--- src/rtl/psuapc_pkg.sv ---
// Package for the power-supply auto controller: request kinds, register
// indexes, field widths, the configuration struct and the temperature check.
// Used by psuapc_csr and psu_auto_power_controller_top; depends on nothing.
package psuapc_pkg;

   localparam int unsigned TIME_BITS_DEFAULT       = 32;
   localparam int unsigned CHECK_PERIOD_MS_DEFAULT = 2500;

   localparam int unsigned MS_PER_S      = 1000;
   localparam int unsigned MS_MULT_BITS  = 10;
   localparam int unsigned SECS_BITS     = 16;
   localparam int unsigned LIMIT_BITS    = 10;
   localparam int unsigned TEMP_BITS     = 11;
   localparam int unsigned DELAY_BITS    = 32;
   localparam int unsigned KIND_BITS     = 3;
   localparam int unsigned CSR_IDX_BITS  = 3;
   localparam int unsigned CSR_DATA_BITS = 16;

   // Request item layout in tdata, lowest bit first.
   localparam int unsigned REQ_FIELD_BITS = 71;
   localparam int unsigned REQ_DATA_BITS  = 72;
   localparam int unsigned RSP_DATA_BITS  = 8;

   typedef enum logic [KIND_BITS-1:0] {
      REQ_TICK     = 3'd0,
      REQ_INIT     = 3'd1,
      REQ_ON       = 3'd2,
      REQ_OFF      = 3'd3,
      REQ_TIMER    = 3'd4,
      REQ_COOLDOWN = 3'd5,
      REQ_OFF_SOON = 3'd6,
      REQ_CANCEL   = 3'd7
   } req_kind_type;

   typedef enum logic [CSR_IDX_BITS-1:0] {
      CSR_DEFAULT_OFF   = 3'd0,
      CSR_ACTIVE_LEVEL  = 3'd1,
      CSR_TIMEOUT       = 3'd2,
      CSR_OFF_DELAY     = 3'd3,
      CSR_HOTEND_LIMIT  = 3'd4,
      CSR_CHAMBER_LIMIT = 3'd5,
      CSR_COOLER_LIMIT  = 3'd6
   } csr_index_type;

   typedef struct packed {
      logic                  default_off;
      logic                  active_level;
      logic                  timeout_en;
      logic                  off_delay_en;
      logic [LIMIT_BITS-1:0] hotend_limit;
      logic [LIMIT_BITS-1:0] chamber_limit;
      logic [LIMIT_BITS-1:0] cooler_limit;
   } cfg_type;

   // A zero limit disables the check for that sensor.
   function automatic logic is_hot(input logic signed [TEMP_BITS-1:0] temp,
                                   input logic [LIMIT_BITS-1:0] limit);
      logic signed [TEMP_BITS-1:0] lim_s;
      lim_s = $signed({1'b0, limit});
      return (limit != '0) && (temp >= lim_s);
   endfunction

endpackage

--- src/rtl/psu_auto_power_controller_top.sv ---
// Power-supply auto controller: input register, combinational state update and
// result register. A result is registered when its item advances out of the
// input register, which holds it while an untaken result waits for rsp_tready.
// One item is taken every cycle while results are drained; the state update is
// combinational, so the clock, stamp and deadline registers keep that pace.
// Synchronous active-high reset clears the millisecond clock, the supply state,
// all stamps and deadlines, the configuration registers and both handshake valid flags.
module psu_auto_power_controller_top
   import psuapc_pkg::*;
#(
   parameter int unsigned TIME_BITS       = TIME_BITS_DEFAULT,
   parameter int unsigned CHECK_PERIOD_MS = CHECK_PERIOD_MS_DEFAULT
) (
   input  logic                     clock,
   input  logic                     reset,
   input  logic                     req_tvalid,
   output logic                     req_tready,
   // Fields from bit 0: pause, steppers_enabled, job_active, fan_active,
   // heater_active, hotend_temp[10:0], chamber_temp[10:0], cooler_temp[10:0],
   // timer_ms[31:0], cooldown_enable, one zero pad bit.
   input  logic [REQ_DATA_BITS-1:0] req_tdata,
   // Field: req_type.
   input  logic [KIND_BITS-1:0]     req_tuser,
   output logic                     rsp_tvalid,
   input  logic                     rsp_tready,
   // Fields from bit 0: supply_pin, supply_on, turned_on, turned_off,
   // power_needed, cooling_needed, two zero pad bits.
   output logic [RSP_DATA_BITS-1:0] rsp_tdata,
   input  logic                     csr_we,
   input  logic [CSR_IDX_BITS-1:0]  csr_index,
   input  logic [CSR_DATA_BITS-1:0] csr_wdata
);

   cfg_type              cfg;
   logic [TIME_BITS-1:0] timeout_ms;
   logic [TIME_BITS-1:0] off_delay_ms;

   psuapc_csr #(
      .TIME_BITS (TIME_BITS)
   ) u_csr (
      .clock        (clock),
      .reset        (reset),
      .csr_we       (csr_we),
      .csr_index    (csr_index),
      .csr_wdata    (csr_wdata),
      .cfg          (cfg),
      .timeout_ms   (timeout_ms),
      .off_delay_ms (off_delay_ms)
   );

   // Handshake stages.
   logic                      in_valid_ff;
   logic                      out_valid_ff;
   logic                      advance;
   logic [REQ_FIELD_BITS-1:0] in_data_ff;
   req_kind_type              in_kind_ff;
   logic [RSP_DATA_BITS-1:0]  out_data_ff;
   logic [RSP_DATA_BITS-1:0]  out_data_in;

   assign advance    = in_valid_ff && (!out_valid_ff || rsp_tready);
   assign req_tready = !in_valid_ff || advance;

   always_ff @(posedge clock) begin
      if (reset) begin
         in_valid_ff  <= 1'b0;
         out_valid_ff <= 1'b0;
      end else begin
         if (req_tready) begin
            in_valid_ff <= req_tvalid;
         end
         if (advance) begin
            out_valid_ff <= 1'b1;
         end else if (rsp_tready) begin
            out_valid_ff <= 1'b0;
         end
      end
   end

   always_ff @(posedge clock) begin
      if (reset) begin
         in_kind_ff <= REQ_TICK;
      end else if (req_tvalid && req_tready) begin
         in_kind_ff <= req_kind_type'(req_tuser);
      end
   end

   always_ff @(posedge clock) begin
      if (req_tvalid && req_tready) begin
         in_data_ff <= req_tdata[REQ_FIELD_BITS-1:0];
      end
      if (advance) begin
         out_data_ff <= out_data_in;
      end
   end

   assign rsp_tvalid = out_valid_ff;
   assign rsp_tdata  = out_data_ff;

   // Fields of the registered item.
   logic                        pause;
   logic [3:0]                  activity;
   logic signed [TEMP_BITS-1:0] hotend_temp;
   logic signed [TEMP_BITS-1:0] chamber_temp;
   logic signed [TEMP_BITS-1:0] cooler_temp;
   logic [DELAY_BITS-1:0]       timer_ms;
   logic                        cooldown_enable;

   assign pause           = in_data_ff[0];
   assign activity        = in_data_ff[4:1];
   assign hotend_temp     = $signed(in_data_ff[15:5]);
   assign chamber_temp    = $signed(in_data_ff[26:16]);
   assign cooler_temp     = $signed(in_data_ff[37:27]);
   assign timer_ms        = in_data_ff[69:38];
   assign cooldown_enable = in_data_ff[70];

   // Controller state.
   logic [TIME_BITS-1:0] now_ms_ff, now_ms_in;
   logic [TIME_BITS-1:0] stamp_ff, stamp_in;
   logic [TIME_BITS-1:0] next_check_ff, next_check_in;
   logic [TIME_BITS-1:0] deadline_ff, deadline_in;
   logic                 supply_ff, supply_in;
   logic                 pause_latch_ff, pause_latch_in;
   logic                 cooldown_ff, cooldown_in;

   always_ff @(posedge clock) begin
      if (reset) begin
         now_ms_ff      <= '0;
         stamp_ff       <= '0;
         next_check_ff  <= '0;
         deadline_ff    <= '0;
         supply_ff      <= 1'b0;
         pause_latch_ff <= 1'b0;
         cooldown_ff    <= 1'b0;
      end else if (advance) begin
         now_ms_ff      <= now_ms_in;
         stamp_ff       <= stamp_in;
         next_check_ff  <= next_check_in;
         deadline_ff    <= deadline_in;
         supply_ff      <= supply_in;
         pause_latch_ff <= pause_latch_in;
         cooldown_ff    <= cooldown_in;
      end
   end

   logic                 cooling;
   logic                 needed;
   logic [TIME_BITS-1:0] now_inc;
   logic [TIME_BITS-1:0] stamp_now;
   logic [TIME_BITS-1:0] stamp_inc;
   logic [TIME_BITS-1:0] stamp_tick;
   logic [TIME_BITS-1:0] idle_diff;
   logic [TIME_BITS-1:0] check_diff;
   logic [TIME_BITS-1:0] timer_diff;
   logic                 idle_due;
   logic                 check_due;
   logic                 timer_due;
   logic                 skip_check;
   logic                 hold;
   logic                 turned_on;
   logic                 turned_off;

   assign cooling = is_hot(hotend_temp, cfg.hotend_limit) ||
                    is_hot(chamber_temp, cfg.chamber_limit) ||
                    is_hot(cooler_temp, cfg.cooler_limit);
   assign needed  = (|activity) || cooling;

   // A stamp of zero means never on, so a stamp taken from the clock is never zero.
   assign now_inc    = now_ms_ff + TIME_BITS'(1);
   assign stamp_now  = (now_ms_ff == '0) ? TIME_BITS'(1) : now_ms_ff;
   assign stamp_inc  = (now_inc == '0) ? TIME_BITS'(1) : now_inc;
   assign stamp_tick = (cfg.timeout_en && (pause != pause_latch_ff)) ? stamp_inc : stamp_ff;
   assign skip_check = cfg.timeout_en && pause;

   // Wrap-safe compares: a time is reached when the difference is not negative.
   assign idle_diff  = now_inc - stamp_tick - timeout_ms;
   assign check_diff = now_inc - next_check_ff;
   assign timer_diff = now_inc - deadline_ff;
   assign idle_due   = !idle_diff[TIME_BITS-1];
   assign check_due  = !check_diff[TIME_BITS-1];
   assign timer_due  = !timer_diff[TIME_BITS-1];

   always_comb begin
      now_ms_in      = now_ms_ff;
      stamp_in       = stamp_ff;
      next_check_in  = next_check_ff;
      deadline_in    = deadline_ff;
      supply_in      = supply_ff;
      pause_latch_in = pause_latch_ff;
      cooldown_in    = cooldown_ff;
      turned_on      = 1'b0;
      turned_off     = 1'b0;
      hold           = 1'b0;

      unique case (in_kind_ff)
         REQ_TICK: begin
            now_ms_in = now_inc;
            stamp_in  = stamp_tick;
            if (cfg.timeout_en) begin
               pause_latch_in = pause;
            end
            if (!skip_check && check_due) begin
               next_check_in = now_inc + TIME_BITS'(CHECK_PERIOD_MS);
               if (needed) begin
                  stamp_in = stamp_inc;
                  if (!supply_ff) begin
                     supply_in   = 1'b1;
                     turned_on   = 1'b1;
                     deadline_in = '0;
                     cooldown_in = 1'b0;
                  end
               end else if ((stamp_tick == '0 || (cfg.timeout_en && idle_due)) &&
                            supply_ff) begin
                  supply_in   = 1'b0;
                  turned_off  = 1'b1;
                  deadline_in = '0;
                  cooldown_in = 1'b0;
               end
            end
            // Timed or cooldown power-off, after the periodic check.
            if (deadline_in != '0 || cooldown_in) begin
               hold = (cooldown_in && cooling) || (deadline_in != '0 && !timer_due);
               if (!hold && supply_in) begin
                  supply_in   = 1'b0;
                  turned_off  = 1'b1;
                  deadline_in = '0;
                  cooldown_in = 1'b0;
               end
            end
         end
         REQ_INIT: begin
            // Init always reports a switch, whatever the current supply state.
            deadline_in = '0;
            cooldown_in = 1'b0;
            if (cfg.default_off) begin
               supply_in  = 1'b0;
               turned_off = 1'b1;
            end else begin
               stamp_in  = stamp_now;
               supply_in = 1'b1;
               turned_on = 1'b1;
            end
         end
         REQ_ON: begin
            stamp_in = stamp_now;
            if (!supply_ff) begin
               supply_in   = 1'b1;
               turned_on   = 1'b1;
               deadline_in = '0;
               cooldown_in = 1'b0;
            end
         end
         REQ_OFF: begin
            if (supply_ff) begin
               supply_in   = 1'b0;
               turned_off  = 1'b1;
               deadline_in = '0;
               cooldown_in = 1'b0;
            end
         end
         REQ_TIMER: begin
            deadline_in = now_ms_ff + TIME_BITS'(timer_ms);
         end
         REQ_COOLDOWN: begin
            cooldown_in = cooldown_enable;
         end
         REQ_OFF_SOON: begin
            if (cfg.off_delay_en) begin
               stamp_in = now_ms_ff - timeout_ms + off_delay_ms;
            end
         end
         REQ_CANCEL: begin
            deadline_in = '0;
            cooldown_in = 1'b0;
         end
      endcase
   end

   assign out_data_in = {2'b00, cooling, needed, turned_off, turned_on, supply_in,
                         ~(supply_in ^ cfg.active_level)};

`ifndef SYNTHESIS
   a_flags_exclusive: assert property (@(posedge clock) disable iff (reset)
      rsp_tvalid |-> !(rsp_tdata[2] && rsp_tdata[3]))
      else $error("turned_on and turned_off set in the same item");

   a_flags_match_state: assert property (@(posedge clock) disable iff (reset)
      (rsp_tvalid && (rsp_tdata[2] || rsp_tdata[3])) |-> (rsp_tdata[1] == rsp_tdata[2]))
      else $error("switch flag disagrees with supply state");

   a_tick_advances_clock: assert property (@(posedge clock) disable iff (reset)
      (advance && in_kind_ff == REQ_TICK) |=> (now_ms_ff == $past(now_ms_ff) + TIME_BITS'(1)))
      else $error("tick item did not advance the millisecond clock");

   a_off_cancels_auto: assert property (@(posedge clock) disable iff (reset)
      (advance && turned_off) |=> (deadline_ff == '0 && !cooldown_ff))
      else $error("power off left the auto-off armed");
`endif

endmodule

--- src/rtl/psuapc_csr.sv ---
// Configuration registers of the power-supply auto controller. The second
// counts are turned into milliseconds when written. Depends on psuapc_pkg.
module psuapc_csr
   import psuapc_pkg::*;
#(
   parameter int unsigned TIME_BITS = TIME_BITS_DEFAULT
) (
   input  logic                     clock,
   input  logic                     reset,
   input  logic                     csr_we,
   input  logic [CSR_IDX_BITS-1:0]  csr_index,
   input  logic [CSR_DATA_BITS-1:0] csr_wdata,
   output cfg_type                  cfg,
   output logic [TIME_BITS-1:0]     timeout_ms,
   output logic [TIME_BITS-1:0]     off_delay_ms
);

   localparam int unsigned PROD_BITS = (TIME_BITS > SECS_BITS + MS_MULT_BITS) ?
                                       TIME_BITS : SECS_BITS + MS_MULT_BITS;

   cfg_type              cfg_ff;
   logic [TIME_BITS-1:0] timeout_ms_ff;
   logic [TIME_BITS-1:0] off_delay_ms_ff;
   logic [PROD_BITS-1:0] wdata_ms;

   assign wdata_ms = PROD_BITS'(csr_wdata) * PROD_BITS'(MS_PER_S);

   always_ff @(posedge clock) begin
      if (reset) begin
         cfg_ff          <= '0;
         timeout_ms_ff   <= '0;
         off_delay_ms_ff <= '0;
      end else if (csr_we) begin
         unique case (csr_index_type'(csr_index))
            CSR_DEFAULT_OFF:   cfg_ff.default_off  <= csr_wdata[0];
            CSR_ACTIVE_LEVEL:  cfg_ff.active_level <= csr_wdata[0];
            CSR_TIMEOUT: begin
               cfg_ff.timeout_en <= (csr_wdata != '0);
               timeout_ms_ff     <= wdata_ms[TIME_BITS-1:0];
            end
            CSR_OFF_DELAY: begin
               cfg_ff.off_delay_en <= (csr_wdata != '0);
               off_delay_ms_ff     <= wdata_ms[TIME_BITS-1:0];
            end
            CSR_HOTEND_LIMIT:  cfg_ff.hotend_limit  <= csr_wdata[LIMIT_BITS-1:0];
            CSR_CHAMBER_LIMIT: cfg_ff.chamber_limit <= csr_wdata[LIMIT_BITS-1:0];
            CSR_COOLER_LIMIT:  cfg_ff.cooler_limit  <= csr_wdata[LIMIT_BITS-1:0];
            default: ;
         endcase
      end
   end

   assign cfg          = cfg_ff;
   assign timeout_ms   = timeout_ms_ff;
   assign off_delay_ms = off_delay_ms_ff;

endmodule

--- config.mk ---
export PLATFORM = sky130hd
export DESIGN_NAME = psu_auto_power_controller_top
export DESIGN_NICKNAME = d
export VERILOG_FILES = /design/src/rtl/psuapc_pkg.sv /design/src/rtl/psu_auto_power_controller_top.sv /design/src/rtl/psuapc_csr.sv
export SDC_FILE = /design/constraint.sdc
export NUM_CORES = 1
export LEC_CHECK = 0
export ABC_AREA = 0
export BUFFER_PORTS_ARGS = -buffer_cell sky130_fd_sc_hd__clkbuf_2
export CORE_MARGIN = 10
export CORE_UTILIZATION = 45
export CTS_CLUSTER_SIZE = 28
export DETAILED_ROUTE_END_ITERATION = 8
export PLACE_DENSITY = 0.71
export SLEW_MARGIN = 15
export SYNTH_ARGS = -nofsm -noshare
export SYNTH_HDL_FRONTEND = slang
export SYNTH_SLANG_ARGS = --single-unit
export TNS_END_PERCENT = 20
--- constraint.sdc ---
create_clock -name clock -period 9.65 [get_ports clock]
set_clock_uncertainty 0.2 [all_clocks]
set_input_delay 0 -clock clock [delete_from_list [all_inputs] [get_ports clock]]
set_output_delay 0 -clock clock [all_outputs]
set_load 0.03 [all_outputs]
==> results_dict.tcl <==
set metrics [dict create \
    r2r-start "now_ms_ff[1]" \
    hp-class "input port to flip-flop" \
    synth.avg_cell_area_um2 8.51 \
    drv_cap 0 \
    synth_seq_cells 293 \
    die-area_um2 61300 \
    diodes 0 \
    clkLatencyLatePin_ns 0.55 \
    finalCritPeriodShare_pct 76.7 \
    r2r_setup_slack_ns 2.24 \
    start_util_pct 45.4 \
    critPathLaunchType "flip-flop" \
    grt_pass1_vias 20600 \
    drive_above_1_share_pct 7.37 \
    fp.dieW_um 248 \
    path_common_cell "ha_1" \
    cts_buffer_depth 3 \
    combPwrFrac_pct 41.8 \
    grt_start_max_net_pins 86 \
    nets 3430 \
    ys_warn_count 0 \
    final.setup.tns_ns 0 \
    mostFrequentLayoutCells "nand2_1, inv_1, ha_1" \
    grt_util_all_layers_pct 22.1 \
    slew_headroom_pct 16.9 \
    routedWlPerCell_um 18.7 \
    antenna_found_initial 0 \
    grt-ovfl-total 0 \
    pwr-share-seq_pct 28.7 \
    yosysUniqueCellTypes 95 \
    worst_hold_slack_ns 0.0412 \
    finalHoldViolCount 0 \
    fin_crit_ns 7.41 \
    syn-cell-area_um2 23300 \
    r2r_cells 26 \
    hold_depth 4 \
    power_density_nw_per_um2 177 \
    finalSetupViolations 0 \
    switchingPower_uw 1780 \
    synth_edf_count 77 \
    rsz0062_at_grt "false" \
    hold_path.startpoint "req_tuser[2]" \
    synth_compound_area_share_pct 17.5 \
    syn_inst 2738 \
    critPathMaxStageDelay_ns 0.75 \
    cts_buffers 37 \
    vias_per_cell 5.65 \
    vias 20800 \
    cts.sinks 293 \
    max-vdd-ir-drop_uv 162 \
    fp-row-count 83 \
    drt-total-wl_um 68900 \
    fin_ws_ns 2.24 \
    cts_resized 0 \
    swShare_pct 36.8 \
    clkPwrFrac_pct 29.5 \
    cpMaxStageDelayCell "dfxtp_1" \
    ys.flop_type "dfxtp_1" \
    internal-power_uw 3060 \
    fill_cells 4608 \
    slew_viol_final 0 \
    fmax_ghz 0.135 \
    synth_adder_area_share_pct 22.6 \
    final_common_cell "nand2_1" \
    r2r_end "deadline_ff[30]" \
    p_total_uw 4840 \
    drt_first_pass_iters 6 \
    yosysSeqAreaShare_pct 28.5 \
    coreArea_um2 51300 \
    synth.area.mux_share_pct 1.42 \
    die_h_um 248 \
    whs_endpoint "in_kind_ff[2]" \
    arrival_ns 7.70 \
    dp_hpwl_um 51100 \
    synthXorXnorAreaFrac_pct 5.78 \
    cts_root_buffer "clkbuf_16" \
    dp_slack_ns 2.37 \
    drtIter0Drc 1485 \
    worst_pin_slew_ns 1.24 \
    grt_pass1_wl_um 109000 \
    crit_type "flip-flop to flip-flop" \
    synth_top_family_by_area "adder cells" \
    synth-simple-area-share_pct 17.1 \
    async_flop_share_pct 0 \
    h-tree-depth 2 \
    port_buffers 105 \
    antenna_left 0 \
    clk_pin_slew_ns 0.06 \
    place.gp.congestion 0.950 \
    finish.utilization_pct 53.4 \
    required_ns 9.94 \
    leakage_uw 0.0115 \
    tritoncts "yes" \
    status "finished clean" \
    area_growth_pct 17.5 \
    drc_errors 0 \
    crit_fanout 32 \
    endpoint_kind "flip-flop" \
    io_pins 109 \
]
power groups by stage:
stage	Clock, µW	Combinational, µW	Sequential, µW
floorplan	0	1510	1390
global placement	0	1880	1410
detailed placement	0	1940	1410
CTS	1450	2000	1390
global route	1500	2270	1390
finish	1430	2020	1390
cells by family (layout without fill, tap and decap cells):
family,count (synthesis),after routing
simple gates,838,838
compound gates,637,637
flops,293,293
other cells,1,2
buf+inv,427,687
fa+ha+maj,361,361
xor+xnor,149,149
mux,32,32
worst max-delay path: cells and delay by family, from the launching register on:
family	cells	cell delay [ns]
DFF	1	0.75
xor gates and xnor gates	3	0.87
adders and majority gates	3	0.82
buffers and inverters	1	0.33
AOI/OAI and AO/OA	8	1.82
and+or+nand+nor	11	2.48
worst max path at each step:
stage,from,end
2_1_floorplan,now_ms_ff[1],rsp_tdata[3]
3_3_place_gp,now_ms_ff[8],deadline_ff[30]
3_5_place_dp,now_ms_ff[8],deadline_ff[30]
4_1_cts,now_ms_ff[7],deadline_ff[30]
5_1_grt,now_ms_ff[7],deadline_ff[30]
6_report,now_ms_ff[1],deadline_ff[30]
what timing repair did:
action                                 in CTS  in global routing
setup endpoints to repair                   0                  0
buffers inserted                            0                  0
endpoints found under the hold margin     134                  0
hold buffers                              174                  0
cells in the mapped netlist, types with 5 or more instances:
library cell / number / area [µm²]
a21o_1: 50 / 375
and3_1: 15 / 93.8
buf_4: 9 / 67.6
clkbuf_1: 76 / 285
inv_1: 317 / 1190
o211ai_1: 12 / 90.1
a221o_1: 5 / 50.1
or3_1: 20 / 125
o21bai_1: 12 / 90.1
a311oi_1: 5 / 43.8
nand2_1: 327 / 1230
nand2b_1: 22 / 138
mux2i_1: 24 / 240
nor3_1: 55 / 275
ha_1: 261 / 3270
and2_1: 10 / 62.6
o31ai_1: 10 / 75.1
xnor2_1: 112 / 981
a31oi_1: 13 / 81.3
a22o_1: 30 / 263
buf_2: 13 / 65.1
xor2_1: 33 / 289
a21oi_1: 237 / 1190
o21a_1: 21 / 158
nor2b_1: 15 / 93.8
mux2_2: 8 / 90.1
and4_1: 7 / 61.3
or4_1: 7 / 52.6
nor2_1: 184 / 691
nand4_1: 40 / 250
a211oi_1: 44 / 330
edfxtp_1: 77 / 2310
buf_1: 5 / 18.8
o21ai_0: 118 / 591
nand3_1: 60 / 300
nor4_1: 40 / 250
fa_1: 100 / 2000
dfxtp_1: 216 / 4320
a211o_1: 6 / 52.6
a221oi_1: 18 / 158
per-stage QoR:
stage               std cells  cell area (µm²)
floorplan                2739            23300
global placement         3437            24400
detailed placement       3437            24400
CTS                      3679            27400
global route             3679            27400
finish                   3679            27400
registers in the layout, summed over array words and instances (netlist names):
signal,cells
in_kind_ff,3
stamp_ff,32
in_data_ff,71
rsp_tvalid,1
u_csr.cfg,34
supply_ff,1
rsp_tdata,6
now_ms_ff,32
pause_latch_ff,1
in_valid_ff,1
deadline_ff,32
u_csr.off_delay_ms,23
u_csr.timeout_ms,23
cooldown_ff,1
next_check_ff,32
layout make-up:
type / count / area [µm²] / area share [%]
multi-input cells: 2019 / 15000 / 55.0
flip-flops and latches: 293 / 6640 / 24.2
repair buffers: 296 / 2400 / 8.76
inverters: 323 / 1210 / 4.43
clock buffers: 51 / 1030 / 3.77
well taps: 680 / 851 / 3.11
clock inverters: 17 / 200 / 0.731
metal layers:
layer	routed length (µm)	track usage [%]	up-vias
met5	0	0	-
met2	32900	37.7	694
met3	4320	3.01	150
met1	29100	28.0	9907
li1	-	-	10000
met4	2580	8.54	0
(Power assumes the default switching activity.)
